`src/rtl/core/ncc_ram.sv`:
```
module ncc_ram #(
	parameter int WIDTH = 64,
	parameter int DEPTH = 16
) (
	input  logic                  clk,
	input  logic                  we,
	input  logic [((DEPTH > 1) ? $clog2(DEPTH) : 1)-1:0] waddr,
	input  logic [WIDTH-1:0]      wdata,
	input  logic                  re,
	input  logic [((DEPTH > 1) ? $clog2(DEPTH) : 1)-1:0] raddr,
	output logic [WIDTH-1:0]      rdata
);

	logic [WIDTH-1:0] mem_q [DEPTH];

	always_ff @(posedge clk) begin
		if (we) begin
			mem_q[waddr] <= wdata;
		end
	end

	// registered read; hold on stall
	always_ff @(posedge clk) begin
		if (re) begin
			rdata <= mem_q[raddr];
		end
	end

endmodule

```
`config.mk`:
```
export PLATFORM = sky130hd
export DESIGN_NAME = ncc_ram
export DESIGN_NICKNAME = d
export VERILOG_FILES = /design/src/rtl/core/ncc_ram.sv
export SDC_FILE = /design/constraint.sdc
export NUM_CORES = 1
export LEC_CHECK = 0
export BUFFER_PORTS_ARGS = -buffer_cell sky130_fd_sc_hd__buf_4
export CORE_UTILIZATION = 53
export CTS_BUF_LIST = sky130_fd_sc_hd__clkbuf_4 sky130_fd_sc_hd__clkbuf_8
export CTS_CLUSTER_SIZE = 10
export DETAILED_ROUTE_END_ITERATION = 10
export PLACE_DENSITY_LB_ADDON = 0.3
export SYNTH_ARGS = -nofsm -noshare
export SYNTH_HDL_FRONTEND = slang
export SYNTH_SLANG_ARGS = --single-unit
```
`constraint.sdc`:
```
create_clock -name clk -period 15.6 [get_ports clk]
set_input_delay 0.78 -clock clk [delete_from_list [all_inputs] [get_ports clk]]
set_output_delay 0.78 -clock clk [all_outputs]
set_load 0.005 [all_outputs]
```
==> out/metrics.cfg <==
[synthesis]
synth_mux_area_frac = 0.143
synth_simple_gate_area_share = 0.00927
ys_ff_latch = 1088
synth_area_um2 = 40200
yosysUniqueCellTypes = 17
synth_xor_area_frac = 0
ys_seq_area_frac = 0.812
syn_avg_cell_area_um2 = 24.4
ys.warnings.count = 0
synthAdderAreaFrac = 0
netlist_instances = 1647
synth-compound-area-share = 0.0239
syn_nets = 1722
synth_top_family_by_area = multiplexers

[routing]
drt-total-wl_um = 87500
wl_met3_um = 7660
via_count = 18700
wl_per_cell_um = 29.1
top_layer_used = met5
wl_met2_um = 42300
first_iter_violations = 2213
vias_per_cell = 6.20
drcViolationCount = 0
wl_met1_um = 35900
antenna_left = 0
firstDrtPassIters = 7

[global_routing]
grtUsageTotal = 0.233
grt_max_degree = 145
overflow = 0
antenna_found_initial = 5
grt_first_pass_wirelength_um = 128000
first_global_vias = 19800

[sta]
fin_crit_ns = 2.79
maxSlewHeadroom = 0.237
hold_violations = 0
timing.fmax_ghz = 0.359
final.setup_skew_ns = 0.0227
timing.hold.ws_ns = 0.277
drv_slew = 0
final-setup-viol-count = 0
fin_crit_sh = 0.179
worst_slew_pin_slew_ns = 1.14
fin_setup_tns_ns = 0
rsz0062_at_grt = false

[critical_path]
cp_data_arrival_time_ns = 3.32
start_kind = input pin
endpoint_kind = flip-flop
crit_type = in -> reg
required_ns = 16.14
r2r_slack_ns = 14.08
cp_max_fo = 70

[die]
start_util = 0.538
core-area_um2 = 74800
die_x_um = 277
die_h_um = 277
die-area_um2 = 77000
rows = 100
ios = 139

[clock_network]
htreeDepth = 4
cts_setup_buffers = 0
cts_sinks = 1088
cts_tree = built
clk_pin_slew_worst_paths_ns = 0.06
cts.repair.resized = 0
cts-root-buf = clkbuf_8
numCtsBuffers = 169
clk_latency_ns = 0.79
clk_path_buf_depth = 3
cts_hold_buf = 0

[placement]
port_buffers = 138
dp_cells = 2708
placed_area_um2 = 42500
dp_hpwl_um = 41200
gp_congestion = 0.715

[power]
total_leakage_power_uw = 0.0147
irDropWorstVdd_uv = 78.1
power.density_nw_per_um2 = 129

[worst_hold_path]
hold_class = in -> reg

[finish]
drive_gt1_frac = 0.350
fin_area_um2 = 45700
stdcell_count = 3010
syn_to_final_growth_pct = 13.7
final_core_util = 0.611
nNetsFinal = 1985

[run]
drv_cap = 0

[status]
status = completed

-- layer usage --
layer  global-route usage  vias up
met1                0.336     9962
met4               0.0721        6
li1                     -     7661
met5                    0        -
met2                0.357      888
met3               0.0547      145
-- layout by cell type, fill, tap and decap left out --
master / instances
nor3_2: 4
nor2_4: 13
buf_12: 2
diode_2: 2
clkbuf_8: 177
nand3b_1: 2
clkinvlp_4: 6
nand2b_1: 2
clkbuf_4: 60
a22oi_1: 128
nor2b_4: 2
nand2_1: 65
inv_6: 2
clkinv_1: 39
bufinv_16: 3
buf_8: 2
and2_4: 1
edfxtp_1: 1088
buf_4: 172
nand3_1: 1
or3b_2: 1
mux4_2: 256
clkinv_2: 13
-- kinds of logic (layout without fill, tap and decap cells) --
group / count (synthesis) / count (layout)
buf+inv: 84 / 476
mux: 256 / 256
other cells: 0 / 2
compound gates: 128 / 128
simple gates: 91 / 91
flops: 1088 / 1088
-- worst max-delay path, cell delays in order --
cell and delay [ns]:
buf_8 0.56, buf_4 0.89, mux4_2 0.61, a22oi_1 0.21, nand2_1 0.06
-- state kept, by name, summed over array words and instances (netlist names) --
register	count
mem_q	1024
rdata	64
-- cell usage after synthesis --
cell / number / area, um^2
edfxtp_1: 1088 / 32700
mux4_2: 256 / 5770
a22oi_1: 128 / 961
nand2_1: 65 / 244
clkbuf_1: 36 / 135
buf_1: 16 / 60.1
buf_2: 13 / 65.1
buf_6: 13 / 146
nor2_1: 13 / 48.8
buf_4: 6 / 45.0
nor3_1: 4 / 20.0
nand2b_1: 2 / 12.5
nand3b_1: 2 / 15.0
nor2b_1: 2 / 12.5
and2_1: 1 / 6.26
nand3_1: 1 / 5.00
or3b_2: 1 / 8.76
-- final timing paths --
path / depth (start not counted) / endpoint / startpoint
setup reg to reg: 3 / rdata[47]$_DFFE_PP_ / mem_q[3][47]$_DFFE_PP_
hold / removal: 1 / mem_q[1][22]$_DFFE_PP_ / wdata[22]
setup / recovery: 5 / rdata[13]$_DFFE_PP_ / raddr[0]
hold reg to reg: 3 / rdata[39]$_DFFE_PP_ / mem_q[14][39]$_DFFE_PP_
-- final cells by class --
| class | instances | area, um^2 |
|---|---|---|
| flip-flops and latches | 1088 | 32700 |
| diodes | 2 | 5.00 |
| multi-input cells | 475 | 7230 |
| fillers | 5102 | 29100 |
| well taps | 969 | 1210 |
| repair buffers | 176 | 1360 |
| clock inverters | 63 | 364 |
| clock buffers | 237 | 2890 |
-- metrics by stage --
step	setup slack, ns	total power [uW]
3_3_place_gp	11.96	3650
2_1_floorplan	9.39	3530
5_1_grt	12.60	6080
3_5_place_dp	11.93	3660
6_report	12.81	5880
4_1_cts	12.82	5930
-- report_power, final --
part	switching [uW]	total (uW)	internal (uW)
logic	162	284	122
clock network	1040	2280	1240
registers	20.2	3320	3300
Power figures use the tool's default switching activity.
