`src/rtl/core/ncc_pkg.sv`:
```
package ncc_pkg;

	localparam int CH_W     = 16;
	localparam int NUM_CH   = 4;
	localparam int ENTRY_W  = CH_W * NUM_CH;
	localparam int NUM_REFS = 6;
	localparam int NUM_COST = 5;

	localparam logic KIND_LOAD     = 1'b0;
	localparam logic KIND_CLASSIFY = 1'b1;

	localparam logic [2:0] CLS_WHITE = 3'd0;
	localparam logic [2:0] CLS_RED   = 3'd1;
	localparam logic [2:0] CLS_GREEN = 3'd2;
	localparam logic [2:0] CLS_BLUE  = 3'd3;
	localparam logic [2:0] CLS_BLACK = 3'd4;
	localparam logic [2:0] CLS_NONE  = 3'd5;
	localparam logic [2:0] CLS_ERROR = 3'd6;

	typedef logic [CH_W-1:0] chan_t;
	typedef chan_t [NUM_CH-1:0] chans_t;

	typedef struct packed {
		logic s1;
		logic s2;
		logic s3;
		logic s4;
		logic s5;
	} stage_en_t;

	typedef struct packed {
		logic [2:0] cls;
		chan_t      cost;
	} cand_t;

	function automatic chan_t abs_diff(chan_t a, chan_t b);
		return (a >= b) ? chan_t'(a - b) : chan_t'(b - a);
	endfunction

endpackage

```
`src/rtl/core/ncc_select.sv`:
```
module ncc_select import ncc_pkg::*; (
	input  logic       clk,
	input  stage_en_t  en,
	input  chan_t      dist_s3 [NUM_REFS],
	input  logic       err_s3,
	output logic [2:0] cls_s5,
	output chan_t      cost_s5 [NUM_COST]
);

	cand_t pair_s4 [3];
	chan_t cost_s4 [NUM_COST];
	logic  err_s4;
	cand_t ab;
	cand_t fin;

	// Pairs keep tie priority: no paper, white, red, green, blue, black.
	always_ff @(posedge clk) begin
		if (en.s4) begin
			pair_s4[0] <= (dist_s3[CLS_WHITE] < dist_s3[CLS_NONE])
				? cand_t'{cls: CLS_WHITE, cost: dist_s3[CLS_WHITE]}
				: cand_t'{cls: CLS_NONE, cost: dist_s3[CLS_NONE]};
			pair_s4[1] <= (dist_s3[CLS_GREEN] < dist_s3[CLS_RED])
				? cand_t'{cls: CLS_GREEN, cost: dist_s3[CLS_GREEN]}
				: cand_t'{cls: CLS_RED, cost: dist_s3[CLS_RED]};
			pair_s4[2] <= (dist_s3[CLS_BLACK] < dist_s3[CLS_BLUE])
				? cand_t'{cls: CLS_BLACK, cost: dist_s3[CLS_BLACK]}
				: cand_t'{cls: CLS_BLUE, cost: dist_s3[CLS_BLUE]};
			for (int k = 0; k < NUM_COST; k++) begin
				cost_s4[k] <= dist_s3[k];
			end
			err_s4 <= err_s3;
		end
	end

	assign ab  = (pair_s4[1].cost < pair_s4[0].cost) ? pair_s4[1] : pair_s4[0];
	assign fin = (pair_s4[2].cost < ab.cost) ? pair_s4[2] : ab;

	always_ff @(posedge clk) begin
		if (en.s5) begin
			cls_s5 <= err_s4 ? CLS_ERROR : fin.cls;
			for (int k = 0; k < NUM_COST; k++) begin
				cost_s5[k] <= err_s4 ? '0 : cost_s4[k];
			end
		end
	end

endmodule

```
`config.mk`:
```
export PLATFORM = sky130hd
export DESIGN_NAME = ncc_select
export DESIGN_NICKNAME = d
export VERILOG_FILES = /design/src/rtl/core/ncc_pkg.sv /design/src/rtl/core/ncc_select.sv
export SDC_FILE = /design/constraint.sdc
export NUM_CORES = 1
export LEC_CHECK = 0
export BUFFER_PORTS_ARGS = -buffer_cell sky130_fd_sc_hd__buf_2
export CAP_MARGIN = 10
export CELL_PAD_IN_SITES_DETAIL_PLACEMENT = 0
export CELL_PAD_IN_SITES_GLOBAL_PLACEMENT = 1
export CORE_MARGIN = 3
export CORE_UTILIZATION = 41
export CTS_BUF_LIST = sky130_fd_sc_hd__clkbuf_16
export DETAILED_ROUTE_END_ITERATION = 8
export GPL_TIMING_DRIVEN = 0
export PLACE_DENSITY = 0.74
export SETUP_SLACK_MARGIN = 0.2
export SYNTH_ARGS = -nofsm -noshare
export SYNTH_HDL_FRONTEND = slang
export SYNTH_SLANG_ARGS = --single-unit
export TNS_END_PERCENT = 10
```
`constraint.sdc`:
```
create_clock -name clk -period 4.25 [get_ports clk]
set_clock_uncertainty 0.2 [all_clocks]
set_input_delay 0.425 -clock clk [delete_from_list [all_inputs] [get_ports clk]]
set_output_delay 0.425 -clock clk [all_outputs]
set_load 0.02 [all_outputs]
```
==> flow_metrics.env <==
export IMPL_first_global_vias=6078
export IMPL_hold_violations=0
export IMPL_avgSynthCellArea_um2=15.2
export IMPL_vias=5981
export IMPL_fin_crit_sh_pct=102
export IMPL_dpl_cell_area_um2=11200
export IMPL_port_buffers=182
export IMPL_violations="negative setup slack"
export IMPL_fmax_mhz=230
export IMPL_die_area_um2=25900
export IMPL_relSlewSlack_pct=38.9
export IMPL_place_congestion=0.786
export IMPL_routedWlPerCell_um=16.6
export IMPL_cp_max_fo=5
export IMPL_critical_path_arrival_ns=4.39
export IMPL_track_usage_pct=16.4
export IMPL_ys_flop_type="edfxtp_1"
export IMPL_synth_top_area_cell="edfxtp_1"
export IMPL_cp_required_ns=4.29
export IMPL_fin_cells=1285
export IMPL_postSynthCellCount=645
export IMPL_drv_slew=0
export IMPL_die_h_um=161
export IMPL_leakage_uw=0.00545
export IMPL_ant_nets=0
export IMPL_ys_ff_latch=217
export IMPL_period_needed_ns=4.36
export IMPL_grt_max_degree=84
export IMPL_core_um2=23500
export IMPL_cts_sinks=217
export IMPL_drive_gt1_share_pct=30.8
export IMPL_clk_pin_slew_ns=0.06
export IMPL_dr_pass1_iters=4
export IMPL_synth_cell_types=47
export IMPL_final_common_cell="edfxtp_1"
export IMPL_clk_latency_ns=0.51
export IMPL_final_area_um2=13100
export IMPL_seq_area_frac_synth_pct=66.3
export IMPL_antenna_cells=0
export IMPL_synth_edf_count=217
export IMPL_hp_class="primary input to register"
export IMPL_dp_cells=1148
export IMPL_regArea_um2=6520
export IMPL_grt_ovfl_total=0
export IMPL_fillCellCount=2005
export IMPL_power_density_nw_per_um2=429
export IMPL_ir_drop_mv=0.263
export IMPL_critPathCaptureType="register"
export IMPL_cts_tree="yes"
export IMPL_start_util_pct=41.8
export IMPL_drc=0
export IMPL_ys_warnings_count=0
export IMPL_h_tree_depth=1
export IMPL_grt_pass1_wl_mm=33.2
export IMPL_setup_ws_ns=-0.105
export IMPL_multiInputGateArea_um2=3160
export IMPL_clockBufferDepth=3
export IMPL_area_delta_synth_final_pct=32.9
export IMPL_synthTopCellsByArea="edfxtp_1 66%, ha_1 9.5%, nor2b_1 5.4%"
export IMPL_syn_nets=823
export IMPL_startpoint_type="register"
export IMPL_rows=56
export IMPL_ioPinCount=186
export IMPL_drv_cap=0
export IMPL_crit_type="register to register"
export IMPL_fin_util_pct=55.5
export IMPL_dp_final_hpwl_mm=14.7
export IMPL_setup_viol=2
export IMPL_synth_top_cell_area_share_pct=66.3
export IMPL_vias_per_cell=4.65
export IMPL_routed_wl_mm=21.3
export IMPL_numCtsBuffers=24
export IMPL_clock_root_buffer="clkbuf_16"
export IMPL_syn_area_um2=9830
export IMPL_chipWidth_um=161
export IMPL_nets=1126
export IMPL_status="finished, violations left"
export IMPL_drt_iter0_drc=293
export IMPL_final_cell_mix="217 x edfxtp_1, 180 x buf_2, 85 x nor2b_1"
export IMPL_rsz0062_at_grt="yes"
export IMPL_async_flop_share_pct=0
export IMPL_tightest_slew_ns=0.916
export IMPL_antenna_found_initial=0
## power by group
group | internal (µW) | switching [µW] | total [µW]
clock | 1130 | 815 | 1940
combinational | 480 | 531 | 1010
sequential | 2580 | 66.4 | 2640
total | 4180 | 1410 | 5600
## stage by stage
step / hold WS (ns) / setup WS [ns] / TNS, ns / power (µW)
2_1_floorplan: 0.306 / 0.216 / 0 / 3210
3_3_place_gp: 0.313 / -0.328 / -0.664 / 3530
3_5_place_dp: 0.319 / -0.318 / -0.666 / 3530
4_1_cts: 0.00129 / -0.0487 / -0.0487 / 5630
5_1_grt: 0.0122 / -0.205 / -0.405 / 5870
6_report: 0.0243 / -0.105 / -0.146 / 5600
## layer usage
layer	global-route usage, %	part of all wire (%)	up-vias
met1	21.2	44	2803
li1	-	-	3000
met4	4.22	2.1	0
met3	2.73	4.5	35
met2	28.7	49	143
met5	0	0	-
## cell usage after synthesis, types with 2 or more instances
library cell,count
edfxtp_1,217
nor2b_1,85
ha_1,75
inv_1,67
mux2_2,31
a21oi_1,18
mux2_1,18
mux2i_1,16
nor2_1,12
a21o_1,9
clkbuf_1,9
nand2b_1,8
a211oi_1,7
nand3_1,7
o21ai_0,7
nand2_1,6
nand4_1,5
o21ai_1,5
a211o_1,4
o21a_1,3
o31ai_1,3
or4_1,3
a211oi_2,2
buf_4,2
nor3_1,2
nor3b_1,2
nor4_1,2
## registers in the layout, indices dropped and copies added, names as in the netlist
register	cells
cost_s4	80
cost_s5	80
pair_s4	53
cls_s5	3
err_s4	1
## kinds of logic after synthesis
logic type | Yosys count | share of synthesized area [%]
buffers and inverters | 81 | 3.30
muxes | 65 | 7.24
AOI/OAI and AO/OA | 69 | 5.18
and+or+nand+nor | 138 | 8.44
adders and majority gates | 75 | 9.55
DFF | 217 | 66.3
## worst paths after layout
check	startpoint	endpoint	slack [ns]	cells after the start
worst min register to register	cost_s4[0][3]$_DFFE_PP_	cost_s5[67]$_SDFFCE_PP0P_	0.33	1
worst min-delay path	dist_s3[15]	pair_s4[0][15]$_DFFE_PP_	0.02	2
worst max-delay path	pair_s4[0][34]$_DFFE_PP_	cls_s5[1]$_SDFFCE_PP1P_	-0.11	15
worst max register to register	pair_s4[0][34]$_DFFE_PP_	cls_s5[1]$_SDFFCE_PP1P_	-0.11	15
## worst max-delay path, stage by stage, from the launching register on
cell	delay, ns
edfxtp_1	0.43
ha_1	0.33
and4_4	0.26
nand4_1	0.10
o31a_1	0.34
nand3_2	0.11
clkbuf_16	0.16
mux2i_4	0.30
ha_4	0.24
a21o_1	0.16
a2111o_1	0.37
o211a_2	0.15
and4_4	0.20
a211oi_4	0.25
nor3b_1	0.07
or4_1	0.41
## area by class of cell
cell class | count | share of cell area (%)
Buffer | 14 | 0.805
Clock buffer | 25 | 4.79
Clock inverter | 19 | 0.929
Inverter | 67 | 1.93
Multi-Input combinational cell | 347 | 24.2
Sequential cell | 217 | 49.9
Tap cell | 319 | 3.06
Timing Repair Buffer | 277 | 14.4
## what timing repair did
item | in CTS | in global routing
hold buffers | 81 | 0
endpoints found under the hold margin | 81 | 0
gates resized for setup | 16 | 11
setup endpoints to repair | 3 | 3
pin swaps | 7 | 4
gates cloned | 1 | 0
setup buffers | 6 | 5
(Power assumes the default switching activity.)
