===== src/rtl/core/ncc_pkg.sv =====
package ncc_pkg;

	localparam int CH_W     = 16;
	localparam int NUM_CH   = 4;
	localparam int ENTRY_W  = CH_W * NUM_CH;
	localparam int NUM_REFS = 6;
	localparam int NUM_COST = 5;

	localparam logic KIND_LOAD     = 1'b0;
	localparam logic KIND_CLASSIFY = 1'b1;

	localparam logic [2:0] CLS_WHITE = 3'd0;
	localparam logic [2:0] CLS_RED   = 3'd1;
	localparam logic [2:0] CLS_GREEN = 3'd2;
	localparam logic [2:0] CLS_BLUE  = 3'd3;
	localparam logic [2:0] CLS_BLACK = 3'd4;
	localparam logic [2:0] CLS_NONE  = 3'd5;
	localparam logic [2:0] CLS_ERROR = 3'd6;

	typedef logic [CH_W-1:0] chan_t;
	typedef chan_t [NUM_CH-1:0] chans_t;

	typedef struct packed {
		logic s1;
		logic s2;
		logic s3;
		logic s4;
		logic s5;
	} stage_en_t;

	typedef struct packed {
		logic [2:0] cls;
		chan_t      cost;
	} cand_t;

	function automatic chan_t abs_diff(chan_t a, chan_t b);
		return (a >= b) ? chan_t'(a - b) : chan_t'(b - a);
	endfunction

endpackage


===== src/rtl/core/ncc_dist.sv =====
module ncc_dist import ncc_pkg::*; (
	input  logic                 clk,
	input  stage_en_t            en,
	input  chans_t               reading_s1,
	input  logic [ENTRY_W-1:0]   entry_s1,
	output chan_t                dist_s3
);

	chans_t diff_s2;

	// per-channel absolute difference
	always_ff @(posedge clk) begin
		if (en.s2) begin
			for (int c = 0; c < NUM_CH; c++) begin
				diff_s2[c] <= abs_diff(reading_s1[c], entry_s1[c*CH_W +: CH_W]);
			end
		end
	end

	// four-term sum, wrapped to the channel width
	always_ff @(posedge clk) begin
		if (en.s3) begin
			dist_s3 <= chan_t'(diff_s2[0] + diff_s2[1] + diff_s2[2] + diff_s2[3]);
		end
	end

endmodule


===== config.mk =====
export PLATFORM = sky130hd
export DESIGN_NAME = ncc_dist
export DESIGN_NICKNAME = d
export VERILOG_FILES = /design/src/rtl/core/ncc_pkg.sv /design/src/rtl/core/ncc_dist.sv
export SDC_FILE = /design/constraint.sdc
export NUM_CORES = 1
export LEC_CHECK = 0
export ABC_AREA = 0
export BUFFER_PORTS_ARGS = -buffer_cell sky130_fd_sc_hd__buf_2
export CORE_ASPECT_RATIO = 0.7
export CORE_MARGIN = 2
export CORE_UTILIZATION = 25
export CTS_BUF_LIST = sky130_fd_sc_hd__clkbuf_8
export DETAILED_ROUTE_END_ITERATION = 8
export HOLD_SLACK_MARGIN = 0.05
export PLACE_DENSITY_LB_ADDON = 0.25
export SETUP_SLACK_MARGIN = 0.1
export SYNTH_ARGS = -nofsm -noshare
export SYNTH_HDL_FRONTEND = slang
export SYNTH_SLANG_ARGS = --single-unit
export TNS_END_PERCENT = 30

===== constraint.sdc =====
create_clock -name clk -period 9.5 [get_ports clk]
set_clock_uncertainty 0.2 [all_clocks]
set_input_delay 2.375 -clock clk [delete_from_list [all_inputs] [get_ports clk]]
set_output_delay 2.375 -clock clk [all_outputs]
set_load 0.05 [all_outputs]

==> metrics.md, run 1 <==
| Metric | Value |
|---|---|
| Share of cells above drive strength 1 | 0.155 |
| TritonCTS clock tree | built |
| Number of enable flip-flop cells after synthesis | 80 |
| GPL Wtd Cong | 0.824 |
| Status | completed |
| CTS H-tree depth | 3 |
| Hold slack | 0.378 ns |
| Num CTS Buffers | 9 |
| Tcrit/Tclk final | 0.553 |
| 1st-iter DRT viols | 513 |
| Post-DP Area | 11200 um2 |
| Pin count of the biggest net entering global routing | 65 |
| Slowest stage delay, CP | 0.56 ns |
| Floorplan row count | 61 |
| Clock root cell | clkbuf_8 |
| Max-slew violations | 0 |
| Post-CTS Resized | 0 |
| Vias | 7874 |
| CP startpoint kind | input pin |
| Most common cell after layout, fill and taps aside | inv_1 |
| Async S/R FF share, synth | 0 |
| Worst-path clk slew | 0.10 ns |
| Post-route design area | 11400 um2 |
| WL/cell | 14.5 um |
| WP buf/inv | 2 |
| RSZ-0062 raised after global routing | no |
| CP Max Fanout | 15 |
| Fmax | 190 MHz |
| Hold crit path type | reg -> reg |
| Max-Cap Viols | 0 |
| CORE AREA | 39600 um2 |
| WL final | 25900 um |
| Final setup viols | 0 |
| Final Net Count | 1551 |
| Cells after DPL | 1764 |
| Synthesis-to-layout area growth | 13.7% |
| Pin slew with the least headroom to its limit | 0.847 ns |
| Die Width | 243 um |
| Tmin final | 5.25 ns |
| Final HPWL DP | 22100 um |
| Vias per inst | 4.42 |
| Syn nets | 1430 |
| Rel. slew slack | 0.435 |
| Register area share after synthesis | 0.239 |
| Total power per unit cell area | 204 nW/um2 |
| Initial Util | 0.253 |
| GRT Total Usage | 0.124 |
| Clock Sinks | 80 |
| Critical path's slowest cell | o21ai_4 |
| Commonest cells after routing, fill and taps aside | inv_1 (234), buf_2 (146), ha_1 (139) |
| Drt first pass iters | 5 |
| Largest delay share family, worst path | compound AO/OA/AOI/OAI gates |
| CP Cell Sequence | buf_2 > inv_1 > ha_1 > fa_1 > and2b_1 > o2111ai_1 > and4b_4 > a21oi_4 > a41oi_4 > o21ai_4 > mux2i_1 > xnor2_1 |
| Pre-CTS WS | 3.91 ns |
| Fin Setup TNS | 0 ns |
| Cell count after synthesis | 1119 |
| Cts hold-fix bufs | 0 |
| Total grt overflow | 0 |
| Max Root-Sink Buffers | 2 |
| Postcts setup bufs | 0 |
| IO Count | 150 |
| Skew-Pair Late Insertion Delay | 0.37 ns |
| Lkg Pwr | 5.74 nW |
| Synth Warn # | 0 |
| CP endpoint kind | register |
| Final Hold Violating Endpoints | 0 |
| Antenna violations before repair | 4 |
| Post-route setup slack | 4.25 ns |
| WS Path Type | in -> reg |
| Finished Layout Cells | 1781 |
| Die Footprint | 41800 um2 |
| Die Span Y | 172 um |
| Critical path arrival | 5.18 ns |
| Flops & latches, synth | 80 |
| First-pass GRT wire length | 41100 um |
| DRC errors left | 0 |
| # fillers | 4260 |
| Vias in the first global route | 7516 |
| Syn avg cell area | 8.96 um2 |
| PortBufs | 146 |
| Peak supply drop | 0.000174 V |
| Post-Syn Area | 10000 um2 |
| Worst Path Required | 9.42 ns |
| Main synth FF type | edfxtp_1 |
| Count of cell types in the netlist | 72 |
| Number of routed nets with antenna violations | 0 |
## Yosys cell counts (11+ instances only)
library cell	count	area, um2
nand2_1	47	176
a21o_1	58	435
clkbuf_1	15	56.3
inv_1	234	878
xnor2_1	41	359
a31oi_1	14	87.6
edfxtp_1	80	2400
nand2b_1	11	68.8
xor2_1	31	272
buf_2	12	60.1
a211oi_1	11	82.6
o21ai_0	28	140
fa_1	38	761
nor2_1	36	135
mux2i_1	35	350
o21ai_1	29	145
o21a_1	16	120
a21oi_1	79	395
ha_1	139	1740
nor2b_1	19	119
## per-stage QoR
step	power (mW)	util
2_1_floorplan	1.73	-
5_1_grt	2.56	0.288
3_5_place_dp	2.10	0.283
6_report	2.33	0.288
4_1_cts	2.36	0.288
3_3_place_gp	2.10	0.283
## where the power goes
part	leakage (nW)	internal [mW]	switching, mW
combinational	4.86	0.594	0.900
clock	0.0945	0.101	0.142
sequential	0.783	0.564	0.0310
total	5.74	1.26	1.07
## per-layer routing
layer  GRT usage  up-vias  wire [um]
li1            -     4045          -
met1       0.196     3666      14300
met2       0.177      144      10300
met3      0.0229       13       1100
met4      0.0107        6         80
met5           0        -         35
## worst paths after layout
path                            depth (start not counted)  slack (ns)     startpoint           to
worst max-delay path                                   12        4.25  reading_s1[0]   diff_s2[8]
worst min register to register                          1        0.38    diff_s2[48]   dist_s3[0]
worst min-delay path                                    1        0.38    diff_s2[48]   dist_s3[0]
worst max register to register                         14        5.29    diff_s2[33]  dist_s3[15]
## cell families (layout without fill, tap and decap cells)
kind of cell,Yosys count,in the layout,synth area share
compound gates,315,315,0.217
xor+xnor,72,72,0.0629
fa+ha+maj,177,177,0.249
other cells,0,1,0
buf+inv,272,398,0.110
mux,36,36,0.0360
flops,80,80,0.239
simple gates,167,167,0.0847
## final cells by class
cell class / instances / area, um2 / share of cell area
flip-flops and latches: 80 / 2400 / 0.211
clock buffers: 9 / 124 / 0.0109
multi-input cells: 767 / 6520 / 0.572
repair buffers: 148 / 746 / 0.0654
inverters: 234 / 878 / 0.0770
well taps: 535 / 669 / 0.0587
diodes: 1 / 2.50 / 0.000219
clock inverters: 7 / 61.3 / 0.00538
## registers in the layout, summed over array words and instances (netlist names)
name	cells
diff_s2	64
dist_s3	16
(Power assumes the default switching activity.)
==> run 2, diff against run 1 <==
clock period = 5.4 ns   (was 9.5 ns; I/O delays follow)
==> metrics.md, run 2 (synthesis gave the netlist of run 1 again) <==
| Metric | Value |
|---|---|
| Tcrit/Tclk final | 0.771 |
| Post-route design area | 11400 um2 |
| Critical path arrival | 4.08 ns |
| PortBufs | 146 |
| Max Root-Sink Buffers | 2 |
| Floorplan row count | 61 |
| CP startpoint kind | register |
| TritonCTS clock tree | built |
| Post-route setup slack | 1.24 ns |
| Clk network pwr share | 0.112 |
| Fin Setup TNS | 0 ns |
| Skew-Pair Late Insertion Delay | 0.36 ns |
| FF/Latch Area | 2400 um2 |
| CP Cell Sequence | inv_1 > fa_1 > inv_1 > fa_1 > ha_1 > fa_1 > a21o_1 > a21oi_1 > o21a_1 > o31ai_1 > o41a_1 > a21o_1 > a21oi_1 > xnor2_1 |
| WS Path Type | reg -> reg |
| Commonest cells after routing, fill and taps aside | inv_1 (234), buf_2 (146), ha_1 (139) |
| Vias per inst | 4.45 |
| Drt first pass iters | 5 |
| CTS H-tree depth | 3 |
| Multi-input logic area | 6520 um2 |
| Die Width | 243 um |
| Final HPWL DP | 22500 um |
| Rel. slew slack | 0.254 |
| P_sw | 1.87 mW |
| # fillers | 4251 |
| Pin slew with the least headroom to its limit | 1.12 ns |
| Worst Path Required | 5.31 ns |
| Vias in the first global route | 7558 |
| Status | completed |
| Total grt overflow | 0 |
| WL/cell | 14.7 um |
| 1st-iter DRT viols | 394 |
| Number of routed nets with antenna violations | 0 |
| Clock root cell | clkbuf_8 |
| Post-DP Area | 11200 um2 |
| Final Hold Violating Endpoints | 0 |
| Initial Util | 0.253 |
| Vias | 7906 |
| Die Span Y | 172 um |
| Pin count of the biggest net entering global routing | 49 |
| CP endpoint kind | register |
| Sequential share of power | 0.253 |
| CORE AREA | 39600 um2 |
| RSZ-0062 raised after global routing | no |
| Slowest stage delay, CP | 0.54 ns |
| Cts hold-fix bufs | 0 |
| Antenna violations before repair | 1 |
| Num CTS Buffers | 9 |
| Clock Sinks | 80 |
| Peak supply drop | 0.000330 V |
| Lkg Pwr | 5.74 nW |
| Final Net Count | 1551 |
| GPL Wtd Cong | 0.822 |
| Synthesis-to-layout area growth | 13.8% |
| Net Sw Frac | 0.449 |
| Critical path's slowest cell | fa_1 |
| Total power per unit cell area | 364 nW/um2 |
| WL final | 26100 um |
| P_int | 2.29 mW |
| First-pass GRT wire length | 41200 um |
| Max-slew violations | 0 |
| Most flop-heavy register | diff_s2 |
| Final setup viols | 0 |
| Share of cells above drive strength 1 | 0.153 |
| Largest register FFs | 64 |
| Most common cell after layout, fill and taps aside | inv_1 |
| Worst-path clk slew | 0.08 ns |
| Die Footprint | 41800 um2 |
| Fmax | 240 MHz |
| Total power | 4.16 mW |
| Post-CTS Resized | 0 |
| CP Max Fanout | 3 |
| Pre-CTS WS | 0.879 ns |
| IO Count | 150 |
| DRC errors left | 0 |
| Hold slack | 0.381 ns |
| Tmin final | 4.16 ns |
| Most frequent cell on the critical path | fa_1 |
| Top Registers | diff_s2 (64), dist_s3 (16) |
| Postcts setup bufs | 0 |
| Logic gate share of total power | 0.635 |
| Hold crit path type | reg -> reg |
| GRT Total Usage | 0.126 |
| Max-Cap Viols | 0 |
run 2: power groups by stage:
stage / Sequential, mW / Combinational, mW / Clock, mW
after floorplan: 1.26 / 1.78 / 0
after global placement: 1.07 / 2.61 / 0
after detailed placement: 1.07 / 2.64 / 0
after CTS: 1.06 / 2.65 / 0.483
after global routing: 1.07 / 2.97 / 0.510
final: 1.05 / 2.64 / 0.465
run 2: cell type report:
| class | count | area share |
|---|---|---|
| Timing Repair Buffer | 148 | 0.0653 |
| Tap cell | 535 | 0.0586 |
| Inverter | 234 | 0.0769 |
| Multi-Input combinational cell | 767 | 0.571 |
| Sequential cell | 80 | 0.210 |
| Antenna cell | 1 | 0.000219 |
| Clock buffer | 9 | 0.0109 |
| Clock inverter | 4 | 0.00636 |
run 2: worst paths after layout:
kind,depth (start not counted),from,slack (ns),endpoint
max reg2reg,14,diff_s2[1],1.24,dist_s3[15]
min reg2reg,1,diff_s2[48],0.38,dist_s3[0]
min,1,diff_s2[48],0.38,dist_s3[0]
max,14,diff_s2[1],1.24,dist_s3[15]
run 2: routing by layer:
| metal | global-route usage | vias to the layer above | part of all wire |
|---|---|---|---|
| met1 | 0.199 | 3702 | 0.56 |
| met4 | 0.0133 | 0 | 0.0038 |
| li1 | - | 4038 | - |
| met2 | 0.179 | 155 | 0.40 |
| met5 | 0 | - | 0 |
| met3 | 0.0225 | 11 | 0.042 |
run 2: worst max-delay path: cells and delay by family (launching register included):
family	cells	cell delay, ns
fa+ha+maj	4	1.65
compound gates	7	1.50
flops	1	0.33
buf+inv	2	0.14
xor+xnor	1	0.08
run 2: through the flow:
| stage | utilization | std cells |
|---|---|---|
| after floorplan | - | 1119 |
| after global placement | 0.283 | 1764 |
| after detailed placement | 0.283 | 1764 |
| after CTS | 0.288 | 1777 |
| after global routing | 0.288 | 1777 |
| final | 0.288 | 1778 |
